[config.mk]
export PLATFORM = sky130hd
export DESIGN_NAME = itd_front
export DESIGN_NICKNAME = d
export VERILOG_FILES = /design/src/rtl/core/itd_pkg.sv /design/src/rtl/core/itd_front.sv
export SDC_FILE = /design/constraint.sdc
export NUM_CORES = 2
export LEC_CHECK = 0
export ABC_AREA = 1
export BUFFER_PORTS_ARGS = -buffer_cell sky130_fd_sc_hd__buf_2
export CAP_MARGIN = 20
export CORE_MARGIN = 5
export CORE_UTILIZATION = 30
export DETAILED_ROUTE_END_ITERATION = 8
export PLACE_DENSITY = 0.48
export SLEW_MARGIN = 20
export SYNTH_ARGS = -nofsm -noshare
export SYNTH_HDL_FRONTEND = slang
export SYNTH_SLANG_ARGS = --single-unit
[constraint.sdc]
create_clock -name clk -period 19.35 [get_ports clk]
set_input_delay 2.9025 -clock clk [delete_from_list [all_inputs] [get_ports clk]]
set_output_delay 2.9025 -clock clk [all_outputs]
set_load 0.005 [all_outputs]
[src/rtl/core/itd_pkg.sv]
// ----------------------------------------------------------------------------
// itd_pkg: shared types and constants for the decimal ASCII converter
// Request and result payloads, the digit record passed from the converter
// front end to the character emitter, and the divide-by-ten helper.
// ----------------------------------------------------------------------------
`default_nettype none

package itd_pkg;

  // Field widths
  localparam int ITD_VALUE_W   = 32;
  localparam int ITD_CHAR_W    = 7;
  localparam int ITD_DIGIT_W   = 4;
  localparam int ITD_MAX_DIGITS = 10;
  localparam int ITD_IDX_W     = 4;   // holds 0..ITD_MAX_DIGITS

  // Default depth of the digit record queue
  localparam int ITD_QUEUE_DEPTH = 2;

  // Command codes
  localparam logic ITD_CMD_UNSIGNED = 1'b0;
  localparam logic ITD_CMD_SIGNED   = 1'b1;

  // Characters
  localparam logic [ITD_CHAR_W-1:0] ITD_ASCII_ZERO  = 7'd48;
  localparam logic [ITD_CHAR_W-1:0] ITD_ASCII_MINUS = 7'd45;

  // floor(n / 10) == (n * 0xCCCCCCCD) >> 35 for every 32-bit n
  localparam logic [ITD_VALUE_W-1:0] ITD_RECIP10     = 32'hCCCC_CCCD;
  localparam int                     ITD_RECIP_SHIFT = 35;

  typedef struct packed {
    logic                   cmd;
    logic [ITD_VALUE_W-1:0] value;
  } itd_in_t;

  typedef struct packed {
    logic [ITD_CHAR_W-1:0] char_out;
    logic                  last;
  } itd_out_t;

  typedef logic [ITD_MAX_DIGITS-1:0][ITD_DIGIT_W-1:0] itd_digits_t;

  // One converted value: sign, digit count, digits least significant first
  typedef struct packed {
    logic                 neg;
    logic [ITD_IDX_W-1:0] ndig;
    itd_digits_t          digits;
  } itd_rec_t;

  function automatic logic [ITD_VALUE_W-1:0] itd_div10(input logic [ITD_VALUE_W-1:0] n);
    logic [2*ITD_VALUE_W-1:0] prod;
    prod = n * ITD_RECIP10;
    return ITD_VALUE_W'(prod >> ITD_RECIP_SHIFT);
  endfunction

endpackage

`default_nettype wire

[src/rtl/core/itd_front.sv]
// ----------------------------------------------------------------------------
// itd_front: request intake and binary to decimal digit conversion
// Takes a request, forms sign and magnitude, then peels one decimal digit per
// cycle (least significant first) with a registered divide-by-ten.
// ----------------------------------------------------------------------------
`default_nettype none

module itd_front (
  input  wire logic             clk,
  input  wire logic             rst_n,
  input  wire logic             in_valid,
  output logic                  in_ready,
  input  wire itd_pkg::itd_in_t in_data,
  output logic                  push_valid,
  input  wire logic             push_ready,
  output itd_pkg::itd_rec_t     push_rec
);
  import itd_pkg::*;

  typedef enum logic [1:0] {
    ST_IDLE,
    ST_PRIME,
    ST_DIGIT,
    ST_HOLD
  } state_t;

  state_t                 state_r, state_nxt;
  logic [ITD_VALUE_W-1:0] a_r;       // current dividend
  logic [ITD_VALUE_W-1:0] q_r;       // a_r / 10
  logic [ITD_IDX_W-1:0]   idx_r;     // digit being written
  logic [ITD_IDX_W-1:0]   ndig_r;
  logic                   neg_r;
  itd_digits_t            digits_r;

  logic                   is_neg;
  logic [ITD_VALUE_W-1:0] mag;
  logic [ITD_DIGIT_W-1:0] q10_lo;
  logic [ITD_DIGIT_W-1:0] rem;

  // Sign and magnitude of the incoming word
  assign is_neg = (in_data.cmd == ITD_CMD_SIGNED) && in_data.value[ITD_VALUE_W-1];
  assign mag    = is_neg ? (~in_data.value + 1'b1) : in_data.value;

  // Remainder a - 10*q fits in four bits, so only the low bits matter
  assign q10_lo = {q_r[0], 3'b000} + {q_r[2:0], 1'b0};
  assign rem    = a_r[ITD_DIGIT_W-1:0] - q10_lo;

  assign in_ready   = (state_r == ST_IDLE);
  assign push_valid = (state_r == ST_HOLD);
  assign push_rec   = '{neg: neg_r, ndig: ndig_r, digits: digits_r};

  // Next state
  always_comb begin
    state_nxt = state_r;
    case (state_r)
      ST_IDLE:  if (in_valid) state_nxt = ST_PRIME;
      ST_PRIME: state_nxt = ST_DIGIT;
      ST_DIGIT: if (q_r == '0) state_nxt = ST_HOLD;
      ST_HOLD:  if (push_ready) state_nxt = ST_IDLE;
      default:  state_nxt = ST_IDLE;
    endcase
  end

  // State and datapath registers
  always_ff @(posedge clk) begin
    if (!rst_n) begin
      state_r <= ST_IDLE;
    end else begin
      state_r <= state_nxt;
    end

    case (state_r)
      ST_IDLE: begin
        if (in_valid) begin
          a_r   <= mag;
          neg_r <= is_neg;
          idx_r <= '0;
        end
      end
      ST_PRIME: begin
        q_r <= itd_div10(a_r);
      end
      ST_DIGIT: begin
        digits_r[idx_r] <= rem;
        if (q_r == '0) begin
          ndig_r <= idx_r + 1'b1;
        end else begin
          a_r   <= q_r;
          q_r   <= itd_div10(q_r);
          idx_r <= idx_r + 1'b1;
        end
      end
      default: begin
      end
    endcase
  end

endmodule

`default_nettype wire

After elaboration in Yosys (flattened, before gate mapping)
Cells that the tools add are included.
- register bits: 115
- logic and storage cells: 59
- add/subtract/negate cells: 4
- $mul: 2
- magnitude comparators: 2
- equality and inequality tests: 7
- multiplexer cells: 16
- bitwise operators: 1
- reduce and logical (&&, ||, !) cells: 11
- operators by type and width (cell ; count):
    32-bit by 32-bit multiplier with 64-bit output, second input constant ; 2
    32-bit 2-to-1 mux ; 4
    32-bit one-hot mux with 2 select lines ; 2
    40-bit bitwise mux ; 1
    32-bit by 1-bit adder with 32-bit output, second input constant ; 1
    32-bit zero test ; 1
    32-bit NOT ; 1
    4-bit demux with 4-bit select ; 1
    4-bit 2-to-1 mux ; 3
    2-bit one-hot mux with 4 select lines ; 1
    4-bit one-hot mux with 2 select lines ; 1
    2-bit 2-to-1 mux ; 3
    2-bit inequality test, second input constant ; 3
    2-bit AND reduction ; 3
    3-bit AND reduction ; 2
    4-bit by 5-bit < comparator with 1-bit output, second input constant ; 1
    4-bit by 1-bit adder with 4-bit output, second input constant ; 1
    4-bit adder ; 1
    2-bit == test, second input constant ; 2
    4-bit by 1-bit >= comparator with 1-bit output, second input constant ; 1
    2-bit nonzero test ; 2
    4-bit subtractor ; 1
    2-bit by 1-bit == test with 1-bit output, second input constant ; 1
    1-bit logical AND ; 2
    other kinds (2) ; 2

Longest topological paths before layout
- word-level depth: 5
- depth in mapped cells: 31
- gate-level depth less buffers: 30

Least setup slack after synthesis
OpenSTA, ideal clock, no wires.
- kind: register -> register
- start: reg q_r[16]
- end: reg q_r[25] (data pin)
- arrival: 5849 ps
- required time: 19096 ps
- path slack: 13247 ps
- cell stages (with the launch flop): 28
- cells stage by stage: edfxtp_1 > inv_1 > ha_1 > inv_1 > fa_1 > inv_1 > fa_1 > inv_1 > fa_1 > inv_1 > fa_1 > fa_1 > fa_1 > inv_1 > fa_1 > inv_1 > ha_1 > nand2_1 > inv_1 > nand2_1 > nor3_1 > nand2_1 > nor3_1 > nand2_1 > nand2_1 > nand2_1 > nand3_1 > nand2_1
- cells in the longest elaborated chain, start to end: 3
- ends and longest elaborated chain (element ; line ; text):
    from (decl) ; itd_front.sv:29 ; logic [ITD_VALUE_W-1:0] q_r;
    from (signal assigned) ; itd_front.sv:81 ; q_r <= itd_div10(a_r);
    from (signal assigned) ; itd_front.sv:89 ; q_r <= itd_div10(q_r);
    32-bit by 32-bit multiplier with 64-bit output ; itd_pkg.sv:53 ; prod = n * ITD_RECIP10;
    32-bit 2-to-1 mux ; itd_front.sv:85 ; if (q_r == '0) begin
    32-bit one-hot mux with 2 select lines ; itd_front.sv:72 ; case (state_r)
No other way between the ends. The select of a mux whose other input is x is not followed.
A chain may end at the register's enable or synchronous reset.

Worst setup path in the final report
- start: reg q_r[17]
- end: reg q_r[7] (data pin)
Same word-level chain as after synthesis.

==> impl_results.md <==
- Max H-tree Level: 3
- Unique cell type count in the Yosys netlist: 37
- Initial antenna violation count: 4
- Post-synthesis cell count: 5039
- GRT Util Overall: 0.2142
- Unrepaired setup endpoints after global routing: false
- Yosys reg bits: 112
- Drt first pass iters: 6
- DRT antenna net count: 0
- WP data arrival: 8050 ps
- Area delta synth->final: 7.073%
- Commonest non-fill, non-tap cell in the layout: inv_1
- CTS Buf Count: 9
- PostCTS Resize Cnt: 0
- DR vias: about 33000
- Core Util, Final: 0.3237
- IO Count: 84
- Fin Setup TNS: 0 ps
- Placed insts: roughly 6900
- GP Congestion: approximately 0.96
- Vias per cell: 4.727
- Nets@finish: 6603
- Crit. End Element: register
- Ratio of cells with drive above 1 in the final layout: 0.02540
- CP Data Required Time: 19450 ps
- Core area: 137700 um2
- Starting Density: 0.3024
- Die area: 146300 um2
- Post-synth top area share: 0.3521
- Total Wirelength: 156.8 mm
- Yosys top cell by area: fa_1
- Area occupied by multi-input gates: 32510 um2
- Sequential cell area: 3343 um2
- Crit Path Max Fanout: 6
- Syn Nets: approximately 6500
- Final Hold Vio Count: 0
- DR DRC count: 0
- Max cap viols: 0
- Vias in the first global route: 34740
- Status: finished clean
- Yosys Warn Count: 0
- Clock Sinks: 112
- First-pass GRT wire length: around 230 mm
- Mapped cell area: 41620 um2
- Routed len/inst: 22.67 um
- DP Wirelength: 142.2 mm
- Max-slew violation count: 0
- Worst slew pin tran: between 900 and 1000 ps
- Row count: ~140
- Fmax achieved: 0.1258 GHz
- Die X: 382.5 um
- Most frequent cells in the layout: inv_1 (1510), nand2_1 (925), fa_1 (732), ha_1 (719), nor2_1 (264)
- Die H: 382.5 um
- Sequential-to-total area share from yosys stat: 0.08032
- Clock skew: 31.88 ps
- Iteration-0 DRC Markers: 2302
- Reg clk slew, reported paths: 110 ps
- Worst Setup Path Type: register to register
- Global route overflow: 0
- CTS tree: built
- Minimum clock period: 7949 ps
- Clock Latency Late Sink: approximately 420 ps
- Layout Cells excl Fill: 6915
- # port buffers: between 80 and 90
- CTS max path bufs: 2
- Hold WC Path Type: register to register
- Post CTS Setup Buffer Count: 0
- Worst rel slew slack: 0.3389
- Syn_area_per_cell: between 8 and 9 um2
- Hold-fix buffer count after cts: 0
- Fin crit share: 0.4108
- Root buffer cell: clkbuf_16
- Number of fill cells in the layout: 14710
- Worst setup SP type: register
- Largest net degree at the start of global routing: 66
- Fin Hold WS: 563.2 ps
- Setup-failing EPs final: 0
- Top cells by area, synth: fa_1 (35%), ha_1 (22%), inv_1 (14%)
-- synth_stat cells (all sizes together) --
| cell | number |
|---|---|
| nand3 | 185 |
| o41ai | 2 |
| o21bai | 38 |
| and2 | 2 |
| ha | 720 |
| a21boi | 2 |
| xnor2 | 22 |
| clkbuf | 18 |
| o21ai | 115 |
| a21o | 16 |
| nor3 | 49 |
| buf | 8 |
| or2 | 11 |
| xor2 | 64 |
| dfxtp | 2 |
| nand4 | 21 |
| o22ai | 6 |
| o21a | 1 |
| nand2 | 928 |
| nor2 | 266 |
| nand3b | 17 |
| edfxtp | 110 |
| a21oi | 186 |
| inv | 1511 |
| nor4 | 6 |
| fa | 732 |
| o211ai | 1 |
-- path summary, 6_finish.rpt --
path                      startpoint                 endpoint  slack [ps]  cells past startpoint
min reg2reg  state_r[0]$_SDFFE_PN0P_  state_r[0]$_SDFFE_PN0P_         560                      2
max                q_r[17]$_DFFE_PP_         q_r[7]$_DFFE_PP_       11400                     23
min          state_r[0]$_SDFFE_PN0P_  state_r[0]$_SDFFE_PN0P_         560                      2
max reg2reg        q_r[17]$_DFFE_PP_         q_r[7]$_DFFE_PP_       11400                     23
-- state kept, by name (all words and copies together), names as in the netlist --
register and cells:
state_r 2, ndig_r 4, idx_r 4, q_r 29, a_r 32, push_rec 40
neg_r 1
-- layer usage --
layer | part of all wire | global-route usage
met3 | 0.053 | 0.02210
met2 | 0.47 | 0.3601
met4 | 0.034 | 0.06098
met5 | 0 | 0
met1 | 0.44 | 0.2933
-- area by class of cell --
type / instances / share of cell area
Timing Repair Buffer: 90 / 0.01050
Tap cell: 1794 / 0.05036
Antenna cell: 2 / 0.0001123
Clock inverter: 7 / 0.002162
Clock buffer: 9 / 0.005053
Sequential cell: 112 / 0.07501
Inverter: 1511 / 0.1273
Multi-Input combinational cell: 3390 / 0.7295
-- worst max-delay path: stages, from the launching register on --
cell and delay, ps:
edfxtp_1 780, inv_1 140, ha_1 570, ha_1 340, fa_1 560, inv_1 90
fa_1 650, inv_1 90, fa_1 520, inv_1 60, fa_1 540, inv_1 50
fa_1 550, fa_1 460, ha_1 350, a21oi_1 380, o21bai_1 170, a21oi_1 210
nand3_1 160, nand2_1 120, nand2_1 60, nand2_1 50, nand3_1 170, o21ai_1 560
-- metrics by stage --
stage / instance area [um2] / worst slack (ps)
global route: 44560 / 11170
floorplan: 41620 / 13250
global placement: 44240 / 11000
detailed placement: 44240 / 11330
finish: 44570 / 11400
CTS: 44560 / 11270
-- cell families (layout without fill, tap and decap cells) --
group	Yosys count	in the layout	synth area share
compound gates	367	367	0.04825
xor+xnor	86	86	0.01810
fa+ha+maj	1452	1452	0.5685
buf+inv	1537	1617	0.1389
flops	112	112	0.08032
other cells	0	2	0
simple gates	1485	1485	0.1459
Power is left out: the tool's default activity adds up to more than one toggle a clock period on the data nets, which glitch-free logic cannot reach.
