## config.mk

```make
export PLATFORM = sky130hd
export DESIGN_NAME = itd_emit
export DESIGN_NICKNAME = d
export VERILOG_FILES = /design/src/rtl/core/itd_pkg.sv /design/src/rtl/core/itd_emit.sv
export SDC_FILE = /design/constraint.sdc
export NUM_CORES = 1
export LEC_CHECK = 0
export ABC_AREA = 1
export BUFFER_PORTS_ARGS = -buffer_cell sky130_fd_sc_hd__buf_2
export CAP_MARGIN = 10
export CORE_ASPECT_RATIO = 1.5
export CORE_MARGIN = 4
export CORE_UTILIZATION = 47
export DETAILED_ROUTE_END_ITERATION = 7
export GPL_TIMING_DRIVEN = 0
export PLACE_DENSITY = 0.76
export SYNTH_ARGS = -nofsm -noshare
export SYNTH_HDL_FRONTEND = slang
export SYNTH_SLANG_ARGS = --single-unit
```

## constraint.sdc

```tcl
create_clock -name clk -period 2.5 [get_ports clk]
set_input_delay 0.5 -clock clk [delete_from_list [all_inputs] [get_ports clk]]
set_output_delay 0.5 -clock clk [all_outputs]
set_load 0.05 [all_outputs]
```

## src/rtl/core/itd_pkg.sv

```systemverilog
// ----------------------------------------------------------------------------
// itd_pkg: shared types and constants for the decimal ASCII converter
// Request and result payloads, the digit record passed from the converter
// front end to the character emitter, and the divide-by-ten helper.
// ----------------------------------------------------------------------------
`default_nettype none

package itd_pkg;

  // Field widths
  localparam int ITD_VALUE_W   = 32;
  localparam int ITD_CHAR_W    = 7;
  localparam int ITD_DIGIT_W   = 4;
  localparam int ITD_MAX_DIGITS = 10;
  localparam int ITD_IDX_W     = 4;   // holds 0..ITD_MAX_DIGITS

  // Default depth of the digit record queue
  localparam int ITD_QUEUE_DEPTH = 2;

  // Command codes
  localparam logic ITD_CMD_UNSIGNED = 1'b0;
  localparam logic ITD_CMD_SIGNED   = 1'b1;

  // Characters
  localparam logic [ITD_CHAR_W-1:0] ITD_ASCII_ZERO  = 7'd48;
  localparam logic [ITD_CHAR_W-1:0] ITD_ASCII_MINUS = 7'd45;

  // floor(n / 10) == (n * 0xCCCCCCCD) >> 35 for every 32-bit n
  localparam logic [ITD_VALUE_W-1:0] ITD_RECIP10     = 32'hCCCC_CCCD;
  localparam int                     ITD_RECIP_SHIFT = 35;

  typedef struct packed {
    logic                   cmd;
    logic [ITD_VALUE_W-1:0] value;
  } itd_in_t;

  typedef struct packed {
    logic [ITD_CHAR_W-1:0] char_out;
    logic                  last;
  } itd_out_t;

  typedef logic [ITD_MAX_DIGITS-1:0][ITD_DIGIT_W-1:0] itd_digits_t;

  // One converted value: sign, digit count, digits least significant first
  typedef struct packed {
    logic                 neg;
    logic [ITD_IDX_W-1:0] ndig;
    itd_digits_t          digits;
  } itd_rec_t;

  function automatic logic [ITD_VALUE_W-1:0] itd_div10(input logic [ITD_VALUE_W-1:0] n);
    logic [2*ITD_VALUE_W-1:0] prod;
    prod = n * ITD_RECIP10;
    return ITD_VALUE_W'(prod >> ITD_RECIP_SHIFT);
  endfunction

endpackage

`default_nettype wire

```

## src/rtl/core/itd_emit.sv

```systemverilog
// ----------------------------------------------------------------------------
// itd_emit: character emitter
// Pops a digit record and sends its text, sign first, most significant digit
// first, through a registered output; one character per cycle unless stalled.
// ----------------------------------------------------------------------------
`default_nettype none

module itd_emit (
  input  wire logic              clk,
  input  wire logic              rst_n,
  input  wire logic              pop_valid,
  output logic                   pop_ready,
  input  wire itd_pkg::itd_rec_t pop_rec,
  output logic                   out_valid,
  input  wire logic              out_ready,
  output itd_pkg::itd_out_t      out_data
);
  import itd_pkg::*;

  logic                 busy_r;
  logic                 neg_r;
  logic [ITD_IDX_W-1:0] didx_r;     // next digit to send
  itd_digits_t          digits_r;
  logic                 out_valid_r;
  itd_out_t             out_data_r;
  logic                 slot_free;

  assign slot_free = !out_valid_r || out_ready;
  assign pop_ready = !busy_r;
  assign out_valid = out_valid_r;
  assign out_data  = out_data_r;

  always_ff @(posedge clk) begin
    if (!rst_n) begin
      busy_r      <= 1'b0;
      out_valid_r <= 1'b0;
    end else begin
      if (!busy_r) begin
        // Output slot drains when taken
        if (out_ready) begin
          out_valid_r <= 1'b0;
        end
        // Load the next record
        if (pop_valid) begin
          busy_r   <= 1'b1;
          neg_r    <= pop_rec.neg;
          didx_r   <= pop_rec.ndig - 1'b1;
          digits_r <= pop_rec.digits;
        end
      end else if (slot_free) begin
        // Send one character
        out_valid_r <= 1'b1;
        if (neg_r) begin
          neg_r      <= 1'b0;
          out_data_r <= '{char_out: ITD_ASCII_MINUS, last: 1'b0};
        end else begin
          out_data_r <= '{char_out: ITD_ASCII_ZERO + {3'b000, digits_r[didx_r]},
                          last: (didx_r == '0)};
          if (didx_r == '0) begin
            busy_r <= 1'b0;
          end else begin
            didx_r <= didx_r - 1'b1;
          end
        end
      end
    end
  end

endmodule

`default_nettype wire

```

# Word-level counts from Yosys, hierarchy flattened
# Cells that the tools add are included.
# totals
regBits	55
in_bits	49
output_inout_bits	10
wordCells	53
# op_classes
addsub	3
order_cmp	1
eq_ne	3
n_mux	18
bitwise	1
n_reduce_logical	11
# op_table
cell	n
2-to-1 mux 4 bit	6
binary-select mux 4 bit (select 4 bit)	1
2-to-1 mux 1 bit	11
AND reduction 3 bit	3
subtractor 4 x 1 -> 4 bit, second input constant	2
adder 6 x 4 -> 7 bit, first input constant	1
less-than comparator 4 x 5 -> 1 bit, second input constant	1
AND reduction 5 bit	1
zero test 4 bit	1
!= test 2 bit, second input constant	2
nonzero test 2 bit	2
zero test 1 bit	2
!= test 2 x 1 -> 1 bit, second input constant	1
AND reduction 2 bit	1
logical OR 1 bit	1
inverter 1 bit	1

# Longest topological paths before layout
# Gate-level depths: netlist (run 1).
# depth
depth_word	5
depth_mapped	8

# Least setup slack after synthesis (run 1)
# Ideal clock, no wire load.
# synth_path
kind	reg2reg
from	register busy_r
to	register digits_r[0] in the netlist's numbering, enable pin
t_arrival_ns	2.510
slack_ns	-0.448
path_stages_with_launch	4
n_path_buf	0
cell_sequence	dfxtp_1 inv_1 nand2_1 nor2_1
# synth_via
elab_chain_len	2
# synth_rtl
element	line	source
start: declaration	itd_emit.sv:20	logic busy_r;
start signal: assignment	itd_emit.sv:35	busy_r <= 1'b0;
start signal: assignment	itd_emit.sv:45	busy_r <= 1'b1;
start signal: assignment	itd_emit.sv:60	busy_r <= 1'b0;
inverter 1 bit (no line)	-	
AND reduction 3 bit (no line)	-	
end signal: assignment	itd_emit.sv:48	digits_r <= pop_rec.digits;
end: declaration	itd_emit.sv:23	itd_digits_t digits_r;
# No other way between the ends.
# A chain may end at the register's enable or synchronous reset.

# Worst setup path after layout (run 1)
# layout_path
from	register busy_r
to	register digits_r[30] in the netlist's numbering, enable pin
# Same word-level chain as after synthesis.

==> impl_metrics.env, run 1 <==
export IMPL_most_common_layout_cells="buf_2 (57), edfxtp_1 (51), nand2_1 (33), nor2_1 (25), inv_1 (16)"
export IMPL_worst_pin_slew_ns=0.632
export IMPL_initial_utilization=0.494
export IMPL_die_area_um2=6010
export IMPL_drt_antenna_violating_nets=0
export IMPL_avgSynthCellArea_um2=11.9
export IMPL_crit_path_end="digits_r[30]"
export IMPL_slew_headroom=0.578
export IMPL_drt_pre_antenna_iters=4
export IMPL_cts_buffers=5
export IMPL_first_global_vias=1481
export IMPL_totalWireLength_um=4230
export IMPL_power_leakage_uw=0.00115
export IMPL_synth_seq_cells=53
export IMPL_seq_area_frac_synth=0.694
export IMPL_synth_fa_ha_area_frac=0.00553
export IMPL_portBuffers=56
export IMPL_num_vias=1509
export IMPL_drive_gt1_frac=0.346
export IMPL_grt_use_total=0.155
export IMPL_clockRootBuffer="clkbuf_8"
export IMPL_antenna_found_initial=0
export IMPL_cts_resized=0
export IMPL_multi_input_area_um2=556
export IMPL_clock_path_buffers=2
export IMPL_crit_family="simple AND/OR/NAND/NOR gates"
export IMPL_post_cts_buffers=0
export IMPL_timing_rr_end="digits_r[30]"
export IMPL_synth_net_count=240
export IMPL_fill_cells=385
export IMPL_p_per_area_nw_per_um2=695
export IMPL_period_share=0.648
export IMPL_grt_max_degree=22
export IMPL_fmaxAchievable_ghz=0.617
export IMPL_grt_overflow_total=0
export IMPL_holdBufCountCts=0
export IMPL_synth_top_family_by_area="simple AND/OR/NAND/NOR gates"
export IMPL_h_tree_depth=2
export IMPL_crit_chain="inv_1 > nand2_1 > nor2_4 > buf_16"
export IMPL_die_w_um=64.7
export IMPL_dp_hpwl_um=3200
export IMPL_maxCapViolCount=0
export IMPL_grt_pass1_wl_um=6900
export IMPL_register_area_um2=1570
export IMPL_synth_edf_count=51
export IMPL_cp_startpoint="busy_r"
export IMPL_required_ns=2.52
export IMPL_finalMaxSlewViolations=0
export IMPL_finClkSkew_ns=0.00415
export IMPL_netlist_instances=190
export IMPL_synth_distinct_cells=26
export IMPL_drc=0
export IMPL_r2r_cells=4
export IMPL_synth_flop_cell="edfxtp_1"
export IMPL_avgRoutedWirePerCell_um=13.3
export IMPL_startpoint_type="flip-flop"
export IMPL_cts_sinks=53
export IMPL_fin_crit_ns=1.62
export IMPL_yosys_area_share_simple=0.153
export IMPL_ioPinCount=59
export IMPL_hp_class="primary input to flip-flop"
export IMPL_clk_pin_slew_worst_paths_ns=0.09
export IMPL_netlist_area_um2=2260
export IMPL_drt_first_iter_violations=28
export IMPL_crit_slowest_cell="nor2_4"
export IMPL_yosys_mux_area_fraction=0
export IMPL_synth_xor_area_frac=0.00774
export IMPL_fin_setup_tns_ns=0
export IMPL_cts_tree="built"
export IMPL_ff2ff_setup_slack_ns=0.88
export IMPL_yosys_warnings=0
export IMPL_critical_path_buf_inv_count=2
export IMPL_die_y_um=93.0
export IMPL_clock_latency_ns=0.30
export IMPL_synth_compound_area_frac=0.0724
export IMPL_final_common_cell="buf_2"
export IMPL_area_growth_pct=22.1
export IMPL_slowest_delay_ns=0.51
export IMPL_hold_violations=0
export IMPL_crit_path_end_kind="flip-flop"
export IMPL_ys_async_sr_fraction=0
export IMPL_final_nets=304
export IMPL_crit_fanout=21
export IMPL_cp_depth=4
export IMPL_worst_ep_arrival_time_ns=1.64
export IMPL_rr_startpoint="busy_r"
export IMPL_core_region_area_um2=4580
export IMPL_critPathKind="flip-flop to flip-flop"
export IMPL_rsz0062_at_grt="false"
export IMPL_post_drt_via_cell_ratio=4.75
export IMPL_globalplace_congestion=0.792
export IMPL_insertedDiodeCount=0
export IMPL_setup_viol=0
export IMPL_ir_drop_mv=0.692
export IMPL_hold_ws_ns=0.364
export IMPL_status="finished clean"
export IMPL_rows=30
## per-stage QoR
stage                     instance area, µm²   util  total power [µW]  std cells  setup slack, ns
after floorplan                         2270      -              1290        190            0.198
after global placement                  2630  0.573              1370        310         -0.00613
after detailed placement                2660  0.581              1390        311            0.711
after CTS                               2760  0.603              1930        318            0.854
after global routing                    2760  0.603              2020        318            0.728
final                                   2760  0.603              1920        318            0.880
## flip-flops by register name, summed over array words and instances (netlist names)
signal	flops
out_data	6
neg_r	1
out_valid	1
digits_r	40
busy_r	1
didx_r	4
## routing by layer
layer	part of all wire	global-route usage	vias to the layer above
met1	0.35	0.161	695
met4	0.015	0.0529	0
met2	0.58	0.293	40
met3	0.052	0.0409	6
met5	0	0	-
li1	-	-	768
## worst min path at each step
stage / start / to / slack [ns] / cells after the start
floorplan: digits_r[32] / out_data[1] / 0.59 / 4
global placement: out_valid / out_valid / 0.53 / 4
detailed placement: out_valid / out_valid / 0.56 / 4
global route: pop_rec[27] / digits_r[27] / 0.35 / 1
CTS: pop_rec[33] / digits_r[33] / 0.36 / 1
finish: pop_rec[33] / digits_r[33] / 0.36 / 1
## where the power goes
group	internal, µW	switching [µW]	total [µW]	leakage (µW)
clock network	291	262	553	0.0000540
logic	115	190	304	0.000607
registers	1040	24.8	1060	0.000490
## cells in the mapped netlist, drive strengths merged (2+ instances only)
library cell  instances  area [µm²]
nand2                34         130
o21ai                16        91.3
edfxtp               51        1530
nor2                 28         110
a21oi                 5        28.8
dfxtp                 2        40.0
buf                   8        72.6
o211ai                4        30.0
xor2                  2        17.5
conb                  2        7.51
nand3                13        90.1
inv                  19        71.3
nor3                  2        10.0
## final cells by class
class | count | share of cell area
plain buffers | 8 | 0.0263
clock buffers | 5 | 0.0249
clock inverters | 2 | 0.0127
inverters | 19 | 0.0258
multi-input cells | 110 | 0.201
flip-flops and latches | 53 | 0.569
well taps | 64 | 0.0290
repair buffers | 57 | 0.111
## cell families after synthesis
| logic type | Yosys count |
|---|---|
| fa+ha+maj | 1 |
| buf+inv | 27 |
| xor+xnor | 2 |
| compound gates | 27 |
| other cells | 2 |
| simple gates | 78 |
| flops | 53 |
Note: power is estimated with default switching activity, not from simulation.
==> run 2, diff against run 1 <==
--- a/config.mk
+++ b/config.mk
@@ -10,10 +10,10 @@
 export CAP_MARGIN = 10
 export CORE_ASPECT_RATIO = 1.5
 export CORE_MARGIN = 4
-export CORE_UTILIZATION = 47
+export CORE_UTILIZATION = 52
 export DETAILED_ROUTE_END_ITERATION = 7
 export GPL_TIMING_DRIVEN = 0
-export PLACE_DENSITY = 0.76
+export PLACE_DENSITY = 0.8
 export SYNTH_ARGS = -nofsm -noshare
 export SYNTH_HDL_FRONTEND = slang
 export SYNTH_SLANG_ARGS = --single-unit
==> constraint.sdc (replaced) <==
create_clock -name clk -period 1.6 [get_ports clk]
set_input_delay 0.32 -clock clk [delete_from_list [all_inputs] [get_ports clk]]
set_output_delay 0.32 -clock clk [all_outputs]
set_load 0.05 [all_outputs]
==> impl_metrics.env, run 2 (synthesis results as in run 1) <==
export IMPL_final_nets=304
export IMPL_portBuffers=56
export IMPL_dp_slack_ns=-0.139
export IMPL_clock_path_buffers=2
export IMPL_cp_depth=5
export IMPL_fmaxAchievable_ghz=0.686
export IMPL_p_per_area_nw_per_um2=1100
export IMPL_cts_sinks=53
export IMPL_cts_tree="built"
export IMPL_drt_pre_antenna_iters=4
export IMPL_timing_rr_end="didx_r[1]"
export IMPL_first_global_vias=1531
export IMPL_post_drt_via_cell_ratio=5.11
export IMPL_grt_use_total=0.179
export IMPL_drt_antenna_violating_nets=0
export IMPL_setup_viol=0
export IMPL_final_cell_area_um2=2750
export IMPL_slowest_delay_ns=0.44
export IMPL_h_tree_depth=2
export IMPL_avgRoutedWirePerCell_um=13.9
export IMPL_finClkSkew_ns=0.0101
export IMPL_ir_drop_mv=0.971
export IMPL_hold_violations=0
export IMPL_crit_family="flip-flops"
export IMPL_cts_buffers=5
export IMPL_fin_crit_ns=1.46
export IMPL_slew_headroom=0.616
export IMPL_clk_pin_slew_worst_paths_ns=0.09
export IMPL_area_growth_pct=21.4
export IMPL_drc=0
export IMPL_finalCoreUtilization=0.653
export IMPL_worst_ep_arrival_time_ns=1.44
export IMPL_die_y_um=88.8
export IMPL_totalWireLength_um=4170
export IMPL_grt_overflow_total=0
export IMPL_final_common_cell="buf_2"
export IMPL_worst_pin_slew_ns=0.575
export IMPL_worst_slack_ns=0.142
export IMPL_largest_reg_flops=40
export IMPL_instances_no_fill=301
export IMPL_cp_startpoint="didx_r[0]"
export IMPL_antenna_found_initial=0
export IMPL_rows=29
export IMPL_rr_startpoint="didx_r[0]"
export IMPL_critical_path_buf_inv_count=2
export IMPL_core_region_area_um2=4210
export IMPL_dp_cells=292
export IMPL_clockRootBuffer="clkbuf_8"
export IMPL_initial_utilization=0.538
export IMPL_maxCapViolCount=0
export IMPL_register_area_um2=1570
export IMPL_crit_chain="inv_2 > buf_6 > nand3_2 > a21oi_1 > nor3_2"
export IMPL_ff2ff_setup_slack_ns=0.14
export IMPL_drt_first_iter_violations=45
export IMPL_crit_fanout=10
export IMPL_insertedDiodeCount=0
export IMPL_period_share=0.912
export IMPL_critPathKind="flip-flop to flip-flop"
export IMPL_grt_max_degree=21
export IMPL_holdBufCountCts=0
export IMPL_rsz0062_at_grt="false"
export IMPL_startpoint_type="flip-flop"
export IMPL_hold_ws_ns=0.187
export IMPL_finalMaxSlewViolations=0
export IMPL_globalplace_congestion=0.772
export IMPL_die_w_um=61.9
export IMPL_power_leakage_uw=0.00114
export IMPL_hp_class="primary input to flip-flop"
export IMPL_clock_latency_ns=0.30
export IMPL_ioPinCount=59
export IMPL_required_ns=1.58
export IMPL_status="finished clean"
export IMPL_dp_hpwl_um=3000
export IMPL_num_vias=1538
export IMPL_r2r_cells=5
export IMPL_regMostFlops="digits_r"
export IMPL_die_area_um2=5490
export IMPL_most_common_layout_cells="buf_2 (57), edfxtp_1 (51), nand2_1 (32), nor2_1 (25), inv_1 (15)"
export IMPL_crit_path_end_kind="flip-flop"
export IMPL_multi_input_area_um2=574
export IMPL_place_area_um2=2620
export IMPL_crit_slowest_cell="edfxtp_1"
export IMPL_fill_cells=339
export IMPL_crit_path_end="didx_r[1]"
export IMPL_grt_pass1_wl_um=6990
export IMPL_drive_gt1_frac=0.365
-- run 2: stage by stage --
stage / total power (µW) / TNS, ns
floorplan: 2020 / -3.47
global placement: 2150 / -4.80
detailed placement: 2160 / -5.61
CTS: 3060 / 0
global route: 3200 / 0
finish: 3030 / 0
-- run 2: how the worst min path moves through the flow --
stage / start / to / slack, ns / cells past startpoint
after global placement: pop_rec[11] / digits_r[11] / 0.50 / 1
after floorplan: pop_rec[0] / digits_r[0] / 0.42 / 0
after detailed placement: pop_rec[18] / digits_r[18] / 0.50 / 1
after CTS: pop_rec[26] / digits_r[26] / 0.18 / 1
after global routing: pop_rec[26] / digits_r[26] / 0.16 / 1
final: pop_rec[22] / digits_r[22] / 0.19 / 1
-- run 2: per-layer routing --
metal	part of all wire	GRT usage	vias up
met5	0	0	-
met4	0.021	0.0734	0
met3	0.062	0.0453	8
met2	0.55	0.306	49
met1	0.36	0.210	710
li1	-	-	771
-- run 2: final cells by class --
type	count	area share
timing repair buffer	56	0.102
buffer	8	0.0264
multi-input combinational	111	0.209
clock inverter	3	0.0168
tap	46	0.0209
inverter	19	0.0273
sequential	53	0.572
clock buffer	5	0.0250
-- run 2: timing repair --
item | CTS | global route
resized for setup | 2 | 0
setup endpoints to repair | 44 | 0
buffers inserted | 0 | 0
-- run 2: power by group --
part	switching, µW	internal, µW	leakage (µW)
registers	42.0	1620	0.000491
logic	300	174	0.000596
clock network	425	468	0.0000543
