## config.mk

```make
export PLATFORM = sky130hd
export DESIGN_NAME = itd_queue
export DESIGN_NICKNAME = d
export VERILOG_FILES = /design/src/rtl/core/itd_pkg.sv /design/src/rtl/core/itd_queue.sv
export SDC_FILE = /design/constraint.sdc
export NUM_CORES = 1
export LEC_CHECK = 0
export BUFFER_PORTS_ARGS = -buffer_cell sky130_fd_sc_hd__buf_2
export CORE_MARGIN = 3
export CORE_UTILIZATION = 55
export DETAILED_ROUTE_END_ITERATION = 8
export GPL_TIMING_DRIVEN = 0
export PLACE_DENSITY = 0.92
export SLEW_MARGIN = 20
export SYNTH_ARGS = -nofsm -noshare
export SYNTH_HDL_FRONTEND = slang
export SYNTH_SLANG_ARGS = --single-unit
```

## constraint.sdc

```tcl
create_clock -name clk -period 4.8 [get_ports clk]
set_clock_uncertainty 0.05 [all_clocks]
set_input_delay 0.72 -clock clk [delete_from_list [all_inputs] [get_ports clk]]
set_output_delay 0.72 -clock clk [all_outputs]
set_load 0.005 [all_outputs]
```

## src/rtl/core/itd_pkg.sv

```systemverilog
// ----------------------------------------------------------------------------
// itd_pkg: shared types and constants for the decimal ASCII converter
// Request and result payloads, the digit record passed from the converter
// front end to the character emitter, and the divide-by-ten helper.
// ----------------------------------------------------------------------------
`default_nettype none

package itd_pkg;

  // Field widths
  localparam int ITD_VALUE_W   = 32;
  localparam int ITD_CHAR_W    = 7;
  localparam int ITD_DIGIT_W   = 4;
  localparam int ITD_MAX_DIGITS = 10;
  localparam int ITD_IDX_W     = 4;   // holds 0..ITD_MAX_DIGITS

  // Default depth of the digit record queue
  localparam int ITD_QUEUE_DEPTH = 2;

  // Command codes
  localparam logic ITD_CMD_UNSIGNED = 1'b0;
  localparam logic ITD_CMD_SIGNED   = 1'b1;

  // Characters
  localparam logic [ITD_CHAR_W-1:0] ITD_ASCII_ZERO  = 7'd48;
  localparam logic [ITD_CHAR_W-1:0] ITD_ASCII_MINUS = 7'd45;

  // floor(n / 10) == (n * 0xCCCCCCCD) >> 35 for every 32-bit n
  localparam logic [ITD_VALUE_W-1:0] ITD_RECIP10     = 32'hCCCC_CCCD;
  localparam int                     ITD_RECIP_SHIFT = 35;

  typedef struct packed {
    logic                   cmd;
    logic [ITD_VALUE_W-1:0] value;
  } itd_in_t;

  typedef struct packed {
    logic [ITD_CHAR_W-1:0] char_out;
    logic                  last;
  } itd_out_t;

  typedef logic [ITD_MAX_DIGITS-1:0][ITD_DIGIT_W-1:0] itd_digits_t;

  // One converted value: sign, digit count, digits least significant first
  typedef struct packed {
    logic                 neg;
    logic [ITD_IDX_W-1:0] ndig;
    itd_digits_t          digits;
  } itd_rec_t;

  function automatic logic [ITD_VALUE_W-1:0] itd_div10(input logic [ITD_VALUE_W-1:0] n);
    logic [2*ITD_VALUE_W-1:0] prod;
    prod = n * ITD_RECIP10;
    return ITD_VALUE_W'(prod >> ITD_RECIP_SHIFT);
  endfunction

endpackage

`default_nettype wire

```

## src/rtl/core/itd_queue.sv

```systemverilog
// ----------------------------------------------------------------------------
// itd_queue: small FIFO of digit records
// Decouples the converter from the character emitter so each can stall alone.
// ----------------------------------------------------------------------------
`default_nettype none

module itd_queue #(
  parameter int DEPTH = itd_pkg::ITD_QUEUE_DEPTH   // 2 or more
) (
  input  wire logic              clk,
  input  wire logic              rst_n,
  input  wire logic              push_valid,
  output logic                   push_ready,
  input  wire itd_pkg::itd_rec_t push_rec,
  output logic                   pop_valid,
  input  wire logic              pop_ready,
  output itd_pkg::itd_rec_t      pop_rec
);
  import itd_pkg::*;

  localparam int PTR_W = (DEPTH > 1) ? $clog2(DEPTH) : 1;
  localparam int CNT_W = $clog2(DEPTH + 1);

  itd_rec_t           entry_r [DEPTH];
  logic [PTR_W-1:0]   wr_ptr_r, wr_ptr_nxt;
  logic [PTR_W-1:0]   rd_ptr_r, rd_ptr_nxt;
  logic [CNT_W-1:0]   count_r, count_nxt;
  logic               do_push, do_pop;

  assign push_ready = (count_r != CNT_W'(DEPTH));
  assign pop_valid  = (count_r != '0);
  assign pop_rec    = entry_r[rd_ptr_r];
  assign do_push    = push_valid && push_ready;
  assign do_pop     = pop_valid && pop_ready;

  // Pointer wrap and occupancy
  always_comb begin
    wr_ptr_nxt = wr_ptr_r;
    rd_ptr_nxt = rd_ptr_r;
    count_nxt  = count_r;
    if (do_push) begin
      wr_ptr_nxt = (wr_ptr_r == PTR_W'(DEPTH - 1)) ? '0 : wr_ptr_r + 1'b1;
    end
    if (do_pop) begin
      rd_ptr_nxt = (rd_ptr_r == PTR_W'(DEPTH - 1)) ? '0 : rd_ptr_r + 1'b1;
    end
    if (do_push && !do_pop) begin
      count_nxt = count_r + 1'b1;
    end else if (do_pop && !do_push) begin
      count_nxt = count_r - 1'b1;
    end
  end

  always_ff @(posedge clk) begin
    if (!rst_n) begin
      wr_ptr_r <= '0;
      rd_ptr_r <= '0;
      count_r  <= '0;
    end else begin
      wr_ptr_r <= wr_ptr_nxt;
      rd_ptr_r <= rd_ptr_nxt;
      count_r  <= count_nxt;
    end
    if (do_push) begin
      entry_r[wr_ptr_r] <= push_rec;
    end
  end

endmodule

`default_nettype wire

```

**After elaboration in Yosys (flattened, before gate mapping)**

Memory sizes are Yosys's and may differ from the RTL's. A register that Yosys moved wholly into a read port is not among the register bits.
Index checks and enable logic that the tools add are counted.
Widths: inputs -> output; s select.

- Memories kept: 1
- Memory bits (writable): 90
- Word-level logic and storage cells: 25
- Output and inout bits: 47
- Register bits after elaboration: 4
- Input bits: 49

- Reductions and logical operators: 8
- Multiplexer cells: 8
- $add $sub $neg: 4
- Equality and inequality tests: 1

Memories:

| name | depth | bits a word | rd ports | clocked after memory_dff | write ports | line | RTL |
|---|---|---|---|---|---|---|---|
| entry_r | 2 | 45 | 1 | 1 | 1 | itd_queue.sv:24 | `itd_rec_t entry_r [DEPTH];` |

Operators with widths:

| operator | count |
|---|---|
| $mux 1 | 6 |
| $logic_and 1x1->1 | 4 |
| $mux 2 | 2 |
| $reduce_bool 2->1 | 2 |
| $add 1x1->1 const B | 2 |
| $add 2x1->2 const B | 1 |
| $logic_not 1->1 | 2 |
| $ne 2x2->1 const B | 1 |
| $sub 2x1->2 const B | 1 |

**Logic depth before layout (Yosys ltp)**

Gate-level depths: netlist of the first run.

- Depth after elaboration: 6
- Gate-level depth with buffers: 6

**Worst setup path after synthesis of the first run**

OpenSTA, ideal clock, no wires.

- Path kind: input to register
- From: input push_valid
- To: memory entry_r[1][0] in the netlist's numbering, enable pin
- Data arrival time: 1846 ps
- Cell stages on the path: 1
- Slack: 2496 ps
- Required time: 4343 ps
- Setup time: 407 ps
- Cells stage by stage: and3_1

- Word-level cells in the longest chain between the ends: 3

RTL lines:

| what | line | RTL |
|---|---|---|
| start: declaration | itd_queue.sv:12 | `input wire logic push_valid,` |
| $logic_and 1x1->1 | itd_queue.sv:33 | `assign do_push = push_valid && push_ready;` |
| $mux 1 | itd_queue.sv:64 | `if (do_push) begin` |
| $mux 1 (not written as such) | itd_queue.sv:65 | `entry_r[wr_ptr_r] <= push_rec;` |
| end: declaration | itd_queue.sv:24 |  |

Every way passes these cells.

==> flow_metrics.tcl, run 1 <==
set metrics [dict create \
    die-area_um2 7310 \
    reg2reg_depth 3 \
    synthXorXnorAreaFrac_pct 0.756 \
    fin_crit_sh_pct 50.9 \
    firstDrtPassIters 3 \
    hpwl_mm 4.03 \
    wl_met3_um 362 \
    synth_adder_area_share_pct 0.360 \
    required_ns 4.03 \
    reg2reg_from "count_r[0]$_SDFFE_PN0P_" \
    powerDensity_nw_per_um2 504 \
    worstMarginPinSlew_ns 0.525 \
    worstHoldEndpoint "entry_r[0][1]$_DFFE_PP_" \
    max_stage_delay_ns 0.37 \
    drive_gt1_share_pct 60.3 \
    critPathKind "reg2out" \
    cts_tree "done" \
    worstReg2RegEnd "entry_r[1][18]$_DFFE_PP_" \
    hold_path.class "in2reg" \
    clk_pin_slew_ns 0.08 \
    cp_slowest_cell "mux2_2" \
    row_count 28 \
    hold_path_depth 1 \
    routed.top_layer "met4" \
    vdd_drop_max_uv 318 \
    status "finished, final reports clean" \
    r2r_slack_ns 3.04 \
    num-fill-cells 404 \
    arrival_ns 1.67 \
    grt_max_degree 26 \
    grt_overflow 0 \
    clockBufferDepth 2 \
    hold_violations 0 \
    dp_cells 336 \
    port_buffers 95 \
    synth_seq_cells 95 \
    utilization_pct 71.7 \
    synth_warnings 0 \
    nNetsFinal 322 \
    rsz0062_at_grt "no" \
    num_vias 1785 \
    fmax_mhz 409 \
    leakagePower_nw 1.64 \
    syn_nets 214 \
    synth_compound_area_share_pct 1.01 \
    end_kind "output port" \
    met1Wirelength_mm 2.19 \
    synth_top_family_by_area "multiplexers" \
    wl_per_cell_um 16.4 \
    ant_nets 0 \
    place_congestion 0.663 \
    ys_seq_area_share_pct 80.6 \
    synthesis.area_um2 3480 \
    htreeDepth 3 \
    clock_latency_ns 0.34 \
    first_global_vias 1964 \
    maxSlewViolCount 0 \
    postCtsSetupRepairBufs 0 \
    timing.setup.tns_ns 0 \
    diodes 0 \
    path_buf_inv 3 \
    synthSimpleGateAreaFrac_pct 1.87 \
    grt_use_total_pct 16.4 \
    numCtsBuffers 9 \
    drv_cap 0 \
    synth_cell_types 19 \
    cpLargestDelayFamily "buffers and inverters" \
    route.met2.wl_mm 3.14 \
    instances_no_fill 352 \
    core-area_um2 6030 \
    antenna_found_initial 0 \
    synth_mux_area_share_pct 14.6 \
    post_cts_resized 0 \
    cts-root-buf "clkbuf_8" \
    die_h_um 85.5 \
    finalCriticalPeriod_ns 2.44 \
    cpMostUsedCell "buf_2" \
    route.detailed.drc 0 \
    grt_first_pass_wirelength_mm 8.98 \
    syn_area_per_cell_um2 21.2 \
    slew_headroom_pct 65.0 \
    startpoint_type "register" \
    finalSetupViolations 0 \
    synthTopCellsByArea "edfxtp_1, mux2_2, dfxtp_1" \
    synthToLayoutAreaGrowth_pct 24.3 \
    path_max_fanout 10 \
    synth_cells 164 \
    yosysTopAreaCell "edfxtp_1" \
    cts.sinks 95 \
    crit_chain "buf_2 > buf_2 > mux2_2 > buf_2" \
    worstHoldStart "push_rec[1]" \
    start_util_pct 57.7 \
    fp.dieW_um 85.5 \
    via_per_inst 5.07 \
    routed_wl_mm 5.79 \
    drtIter0Drc 53 \
    cts_hold_buffers 0 \
    synth_top_area_share_pct 77.7 \
    io_pins 96 \
]
-- worst register-to-register path, cell delays in order (launching register included) --
cell,delay [ns]
dfxtp_1,0.43
nand2b_4,0.19
and3_2,0.54
buf_12,0.26
-- through the flow --
step           hold slack, ns  worst slack (ns)  power [mW]  cell area [µm²]
2_1_floorplan           0.462              2.50        1.39             3480
3_3_place_gp            0.477              1.90        1.58             4050
3_5_place_dp            0.516              2.69        1.61             4090
4_1_cts                 0.496              2.30        2.21             4320
5_1_grt                 0.489              2.28        2.28             4320
6_report                0.509              2.36        2.18             4320
-- registers in the layout, summed over array words and instances (netlist names), named ones only --
| name | count |
|---|---|
| wr_ptr_r | 1 |
| rd_ptr_r | 1 |
| count_r | 2 |
| entry_r | 90 |
-- per-layer routing --
layer  global-route usage, %  vias up
met3                    4.71       10
met5                       0        -
met4                    8.06        0
met1                    17.6      863
met2                    29.5       58
li1                        -      854
-- layout by cell type (no fill, tap or decap), types with 2 or more instances in the layout --
master,n
mux2_2,45
dfxtp_1,5
clkinv_2,2
buf_12,2
xnor2_1,2
clkbuf_8,9
bufinv_16,3
and2_1,4
buf_2,100
edfxtp_1,90
-- cell type report --
| type | count | area [µm²] | share of cell area [%] |
|---|---|---|---|
| sequential | 95 | 2800 | 64.8 |
| multi-input combinational | 63 | 647 | 15.0 |
| timing repair buffer | 97 | 515 | 11.9 |
| clock buffer | 9 | 124 | 2.87 |
| clock inverter | 7 | 111 | 2.58 |
| tap | 75 | 93.8 | 2.17 |
| buffer | 5 | 25.0 | 0.579 |
| inverter | 1 | 3.75 | 0.0868 |
-- synthesized netlist by cell type (all sizes together) --
master,count
edfxtp,90
nand2b,1
a21boi,2
xnor2,2
nand3b,1
and2,4
xor2,1
ha,1
or3,1
a21bo,1
dfxtp,5
mux2,45
or2,1
buf,5
and3,1
o21ai,2
inv,1
-- worst max path at each step --
stage / startpoint / end / slack [ns] / cells past startpoint
2_1_floorplan: push_valid / entry_r[1][0]$_DFFE_PP_ / 2.50 / 1
4_1_cts: register / pop_rec[15] / 2.30 / 4
3_3_place_gp: push_valid / entry_r[1][39]$_DFFE_PP_ / 1.90 / 2
6_report: register / pop_rec[17] / 2.36 / 4
5_1_grt: register / pop_rec[14] / 2.28 / 4
3_5_place_dp: register / pop_rec[15] / 2.69 / 4
-- where the power goes --
group | switching (mW) | internal, mW
logic | 0.239 | 0.277
clock network | 0.252 | 0.342
registers | 0.0334 | 1.03
total | 0.525 | 1.65
-- cells by family (layout without fill, tap and decap cells) --
kind of cell | Yosys count | after routing
adders and majority gates | 1 | 1
xor gates and xnor gates | 3 | 3
buffers and inverters | 6 | 119
muxes | 45 | 45
DFF | 95 | 95
and+or+nand+nor | 9 | 9
AOI/OAI and AO/OA | 5 | 5
Power figures use the tool's default switching activity.
==> run 2, diff against run 1 <==
Settings changed: CORE_UTILIZATION 55 to 51, PLACE_DENSITY 0.92 to 0.87.
Clock period 4.8 ns to 2.35 ns, I/O delays scaled along.
==> run 2 against run 1 <==
Effect of this change:
- highest routed layer unchanged
- largest power group unchanged
- die area is 7.3% higher
- non-clock buffer count stayed put
- combinational power is 100% higher
- global-route usage is 1.4 points lower
- first-iteration DRC count is 21% higher
- cell area is 0.32% lower
- core utilization is 5.4 points lower
- clock power is 92% higher
- critical path depth stayed put
- routed wire length is 2.2% lower
- sequential power is 100% higher
==> flow_metrics.tcl, run 2 (synthesis gave the netlist of run 1 again) <==
set metrics [dict create \
    hold_violations 0 \
    num_vias 1781 \
    rsz0062_at_grt "no" \
    critPathKind "reg2out" \
    powerDensity_nw_per_um2 1010 \
    diodes 0 \
    cts.sinks 95 \
    top_register "entry_r" \
    top_regs "entry_r (90), count_r (2)" \
    htreeDepth 3 \
    fmax_mhz 489 \
    fin_crit_sh_pct 87.0 \
    via_per_inst 5.03 \
    numCtsBuffers 9 \
    hold_path.class "in2reg" \
    drive_gt1_share_pct 60.3 \
    finalSetupViolations 0 \
    layout_setup_ws_ns 0.306 \
    cpMostUsedCell "buf_2" \
    nNetsFinal 322 \
    mostFrequentLayoutCells "buf_2, edfxtp_1, mux2_2" \
    clock_latency_ns 0.33 \
    route.detailed.drc 0 \
    drtIter0Drc 64 \
    firstDrtPassIters 4 \
    antenna_found_initial 0 \
    drv_cap 0 \
    required_ns 1.95 \
    cts-root-buf "clkbuf_8" \
    place_congestion 0.695 \
    port_buffers 95 \
    clk_pin_slew_ns 0.09 \
    status "finished, final reports clean" \
    reg2reg_from "count_r[0]$_SDFFE_PN0P_" \
    leakagePower_nw 1.63 \
    worstHoldStart "push_rec[2]" \
    maxSlewViolCount 0 \
    routed_wl_mm 5.66 \
    grt_first_pass_wirelength_mm 8.65 \
    row_count 29 \
    largest_reg_flops 90 \
    die-area_um2 7840 \
    io_pins 96 \
    vdd_drop_max_uv 689 \
    grt_max_degree 25 \
    crit_chain "buf_2 > buf_2 > mux2_2 > buf_2" \
    cts_hold_buffers 0 \
    ant_nets 0 \
    path_buf_inv 3 \
    arrival_ns 1.64 \
    place_area_um2 4090 \
    holdWs_ns 0.144 \
    finalInstanceArea_um2 4310 \
    slew_headroom_pct 61.9 \
    post_cts_resized 0 \
    fp.dieW_um 88.6 \
    end_kind "output port" \
    finalCriticalPeriod_ns 2.04 \
    max_stage_delay_ns 0.37 \
    grt_overflow 0 \
    clockBufferDepth 2 \
    cpLargestDelayFamily "buffers and inverters" \
    cts_tree "done" \
    worstMarginPinSlew_ns 0.571 \
    synthToLayoutAreaGrowth_pct 23.9 \
    die_h_um 88.6 \
    postCtsSetupRepairBufs 0 \
    first_global_vias 1826 \
    wl_per_cell_um 16.0 \
    hpwl_mm 3.93 \
    startpoint_type "register" \
    start_util_pct 53.5 \
    layout_commonest_cell "buf_2" \
    dpl_worst_slack_ns 0.539 \
    core-area_um2 6490 \
    path_max_fanout 10 \
    cp_slowest_cell "mux2_2" \
    grt_use_total_pct 15.0 \
]
-- run 2: metal layers --
layer	GRT usage [%]	routed length [µm]
met5	0	0
met4	5.91	81
met3	5.12	401
met2	24.7	2840
met1	18.5	2330
-- run 2: where the power goes --
group          internal [mW]  switching, mW
sequential              2.11         0.0643
clock                  0.608          0.534
combinational          0.565          0.484
-- run 2: cell type report --
cell class / count / area (µm²)
sequential: 95 / 2800
fill: 457 / 2190
multi-input combinational: 63 / 647
timing repair buffer: 97 / 515
clock buffer: 10 / 128
tap: 77 / 96.3
clock inverter: 6 / 91.3
buffer: 5 / 25.0
inverter: 1 / 3.75
-- run 2: stage by stage --
step	power [mW]	std cells	utilization [%]	setup TNS (ns)
2_1_floorplan	2.84	164	-	0
3_3_place_gp	3.23	336	62.3	-20.23
3_5_place_dp	3.29	338	63.0	0
4_1_cts	4.43	354	66.3	0
5_1_grt	4.61	354	66.3	0
6_report	4.37	354	66.3	0
-- run 2: final timing paths --
path / to / slack, ns / cells after the start
worst min register to register: count_r[1]$_SDFFE_PN0P_ / 0.52 / 2
worst min-delay path: entry_r[0][2]$_DFFE_PP_ / 0.14 / 1
worst max-delay path: pop_rec[14] / 0.31 / 4
worst max register to register: entry_r[1][25]$_DFFE_PP_ / 0.56 / 3
-- run 2: worst reg2reg max path, delay by kind of cell (launching register included) --
kind	cells	cell delay, ns
DFF	1	0.43
buffers and inverters	1	0.26
and+or+nand+nor	2	0.75
==> run 3, diff against run 2 <==
Clock period 2.35 ns to 1.93 ns, I/O delays scaled along.
==> run 3 against run 2 <==
Effect of this change:
- critical path depth unchanged
- power up 19%
- clock-buffer cell count down 1
- global-route usage about the same
- combinational power up 24%
- routed wire length up 1.8%
- register-to-register slack worse by 0.45 ns
- non-clock buffer count down 2
- final cell count down 0.28%
==> flow_metrics.tcl, run 3 (synthesis gave the netlist of run 1 again) <==
set metrics [dict create \
    cts.sinks 95 \
    cpMostUsedCell "buf_4" \
    worstMarginPinSlew_ns 0.630 \
    wl_per_cell_um 16.3 \
    drive_gt1_share_pct 59.8 \
    io_pins 96 \
    layout_commonest_cell "buf_2" \
    fin_crit_sh_pct 95.7 \
    nNetsFinal 321 \
    finalCriticalPeriod_ns 1.85 \
    first_global_vias 1797 \
    clk_pin_slew_ns 0.09 \
    slew_headroom_pct 58.0 \
    num_vias 1817 \
    fp.dieW_um 88.6 \
    maxSlewViolCount 0 \
    row_count 29 \
    synthToLayoutAreaGrowth_pct 23.1 \
    largest_reg_flops 90 \
    via_per_inst 5.15 \
    finalSetupViolations 0 \
    clockBufferDepth 2 \
    antenna_found_initial 0 \
    reg2reg_from "count_r[0]$_SDFFE_PN0P_" \
    status "finished, final reports clean" \
    grt_max_degree 46 \
    hold_violations 0 \
    cts-root-buf "clkbuf_8" \
    fmax_mhz 541 \
    worstReg2RegEnd "entry_r[0][12]$_DFFE_PP_" \
    worstHoldEndpoint "entry_r[1][24]$_DFFE_PP_" \
    top_register "entry_r" \
    place_area_um2 4050 \
    cts_hold_buffers 0 \
    reg2reg_depth 3 \
    critPathKind "reg2out" \
    cpLargestDelayFamily "buffers and inverters" \
    startpoint_type "register" \
    diodes 0 \
    postCtsSetupRepairBufs 0 \
    path_max_fanout 10 \
    cts_tree "done" \
    holdWs_ns 0.0821 \
    r2r_slack_ns 0.11 \
    grt_overflow 0 \
    worstHoldStart "push_rec[24]" \
    required_ns 1.59 \
    multi_input_area_um2 651 \
    core-area_um2 6490 \
    ant_nets 0 \
    path_buf_inv 3 \
    finalInstanceArea_um2 4280 \
    clock_latency_ns 0.33 \
    rsz0062_at_grt "yes" \
    crit_chain "buf_4 > buf_4 > mux2_2 > buf_2" \
    powerDensity_nw_per_um2 1210 \
    top_regs "entry_r (90), count_r (2)" \
    die-area_um2 7840 \
    max_stage_delay_ns 0.35 \
    arrival_ns 1.51 \
    htreeDepth 3 \
    grt_use_total_pct 15.0 \
    firstDrtPassIters 4 \
    grt_first_pass_wirelength_mm 8.57 \
    hpwl_mm 3.79 \
    seqCellArea_um2 2800 \
    end_kind "output port" \
    port_buffers 95 \
    routed_wl_mm 5.76 \
    crit_cells 4 \
    leakagePower_nw 1.60 \
    num-fill-cells 455 \
    drtIter0Drc 62 \
    route.detailed.drc 0 \
    cp_slowest_cell "mux2_2" \
    numCtsBuffers 9 \
    hold_path_depth 1 \
    place_congestion 0.696 \
    drv_cap 0 \
    hold_path.class "in2reg" \
    die_h_um 88.6 \
    mostFrequentLayoutCells "buf_2, edfxtp_1, mux2_2" \
    start_util_pct 53.5 \
    vdd_drop_max_uv 686 \
]
-- run 3: per-layer routing --
metal / share of wire [%] / vias to the layer above / global-route usage, %
li1: - / 854 / -
met1: 40 / 899 / 17.2
met2: 52 / 62 / 25.8
met3: 7.9 / 2 / 6.33
met4: 0.42 / 0 / 4.53
met5: 0 / - / 0
-- run 3: final cells by class --
cell class | instances | area share [%]
plain buffers | 5 | 1.05
clock buffers | 9 | 2.89
clock inverters | 7 | 1.67
inverters | 1 | 0.175
multi-input cells | 63 | 15.2
flip-flops and latches | 95 | 65.5
well taps | 77 | 2.25
repair buffers | 95 | 11.1
repair inverters | 1 | 0.175
-- run 3: stage by stage --
step | worst slack (ns) | total power [mW] | TNS (ns) | instances | utilization, %
floorplan | 0.210 | 3.46 | 0 | 164 | -
global placement | -0.188 | 3.94 | -9.79 | 336 | 62.4
detailed placement | -0.230 | 3.98 | -11.94 | 336 | 62.4
CTS | -0.0945 | 5.24 | -2.44 | 353 | 65.6
global route | -0.0114 | 5.48 | -0.0594 | 353 | 65.9
finish | 0.0830 | 5.20 | 0 | 353 | 65.9
-- run 3: how the worst max path moves through the flow --
stage                            startpoint                  endpoint  slack [ns]
finish                             register               pop_rec[10]        0.08
global route                       register               pop_rec[10]       -0.01
CTS                                register                pop_rec[9]       -0.09
detailed placement  count_r[0]$_SDFFE_PN0P_  entry_r[0][44]$_DFFE_PP_       -0.23
global placement    count_r[0]$_SDFFE_PN0P_  entry_r[0][17]$_DFFE_PP_       -0.19
floorplan           count_r[0]$_SDFFE_PN0P_   entry_r[0][0]$_DFFE_PP_        0.21
-- run 3: repair_timing --
| action | 4_1_cts | 5_1_grt |
|---|---|---|
| endpoints found under the setup margin | 130 | 40 |
| gates resized for setup | 3 | 10 |
| cloned | 1 | 0 |
-- run 3: report_power, final --
| group | total, mW | switching, mW | internal, mW |
|---|---|---|---|
| logic | 1.30 | 0.607 | 0.695 |
| clock network | 1.24 | 0.644 | 0.599 |
| registers | 2.65 | 0.0784 | 2.58 |
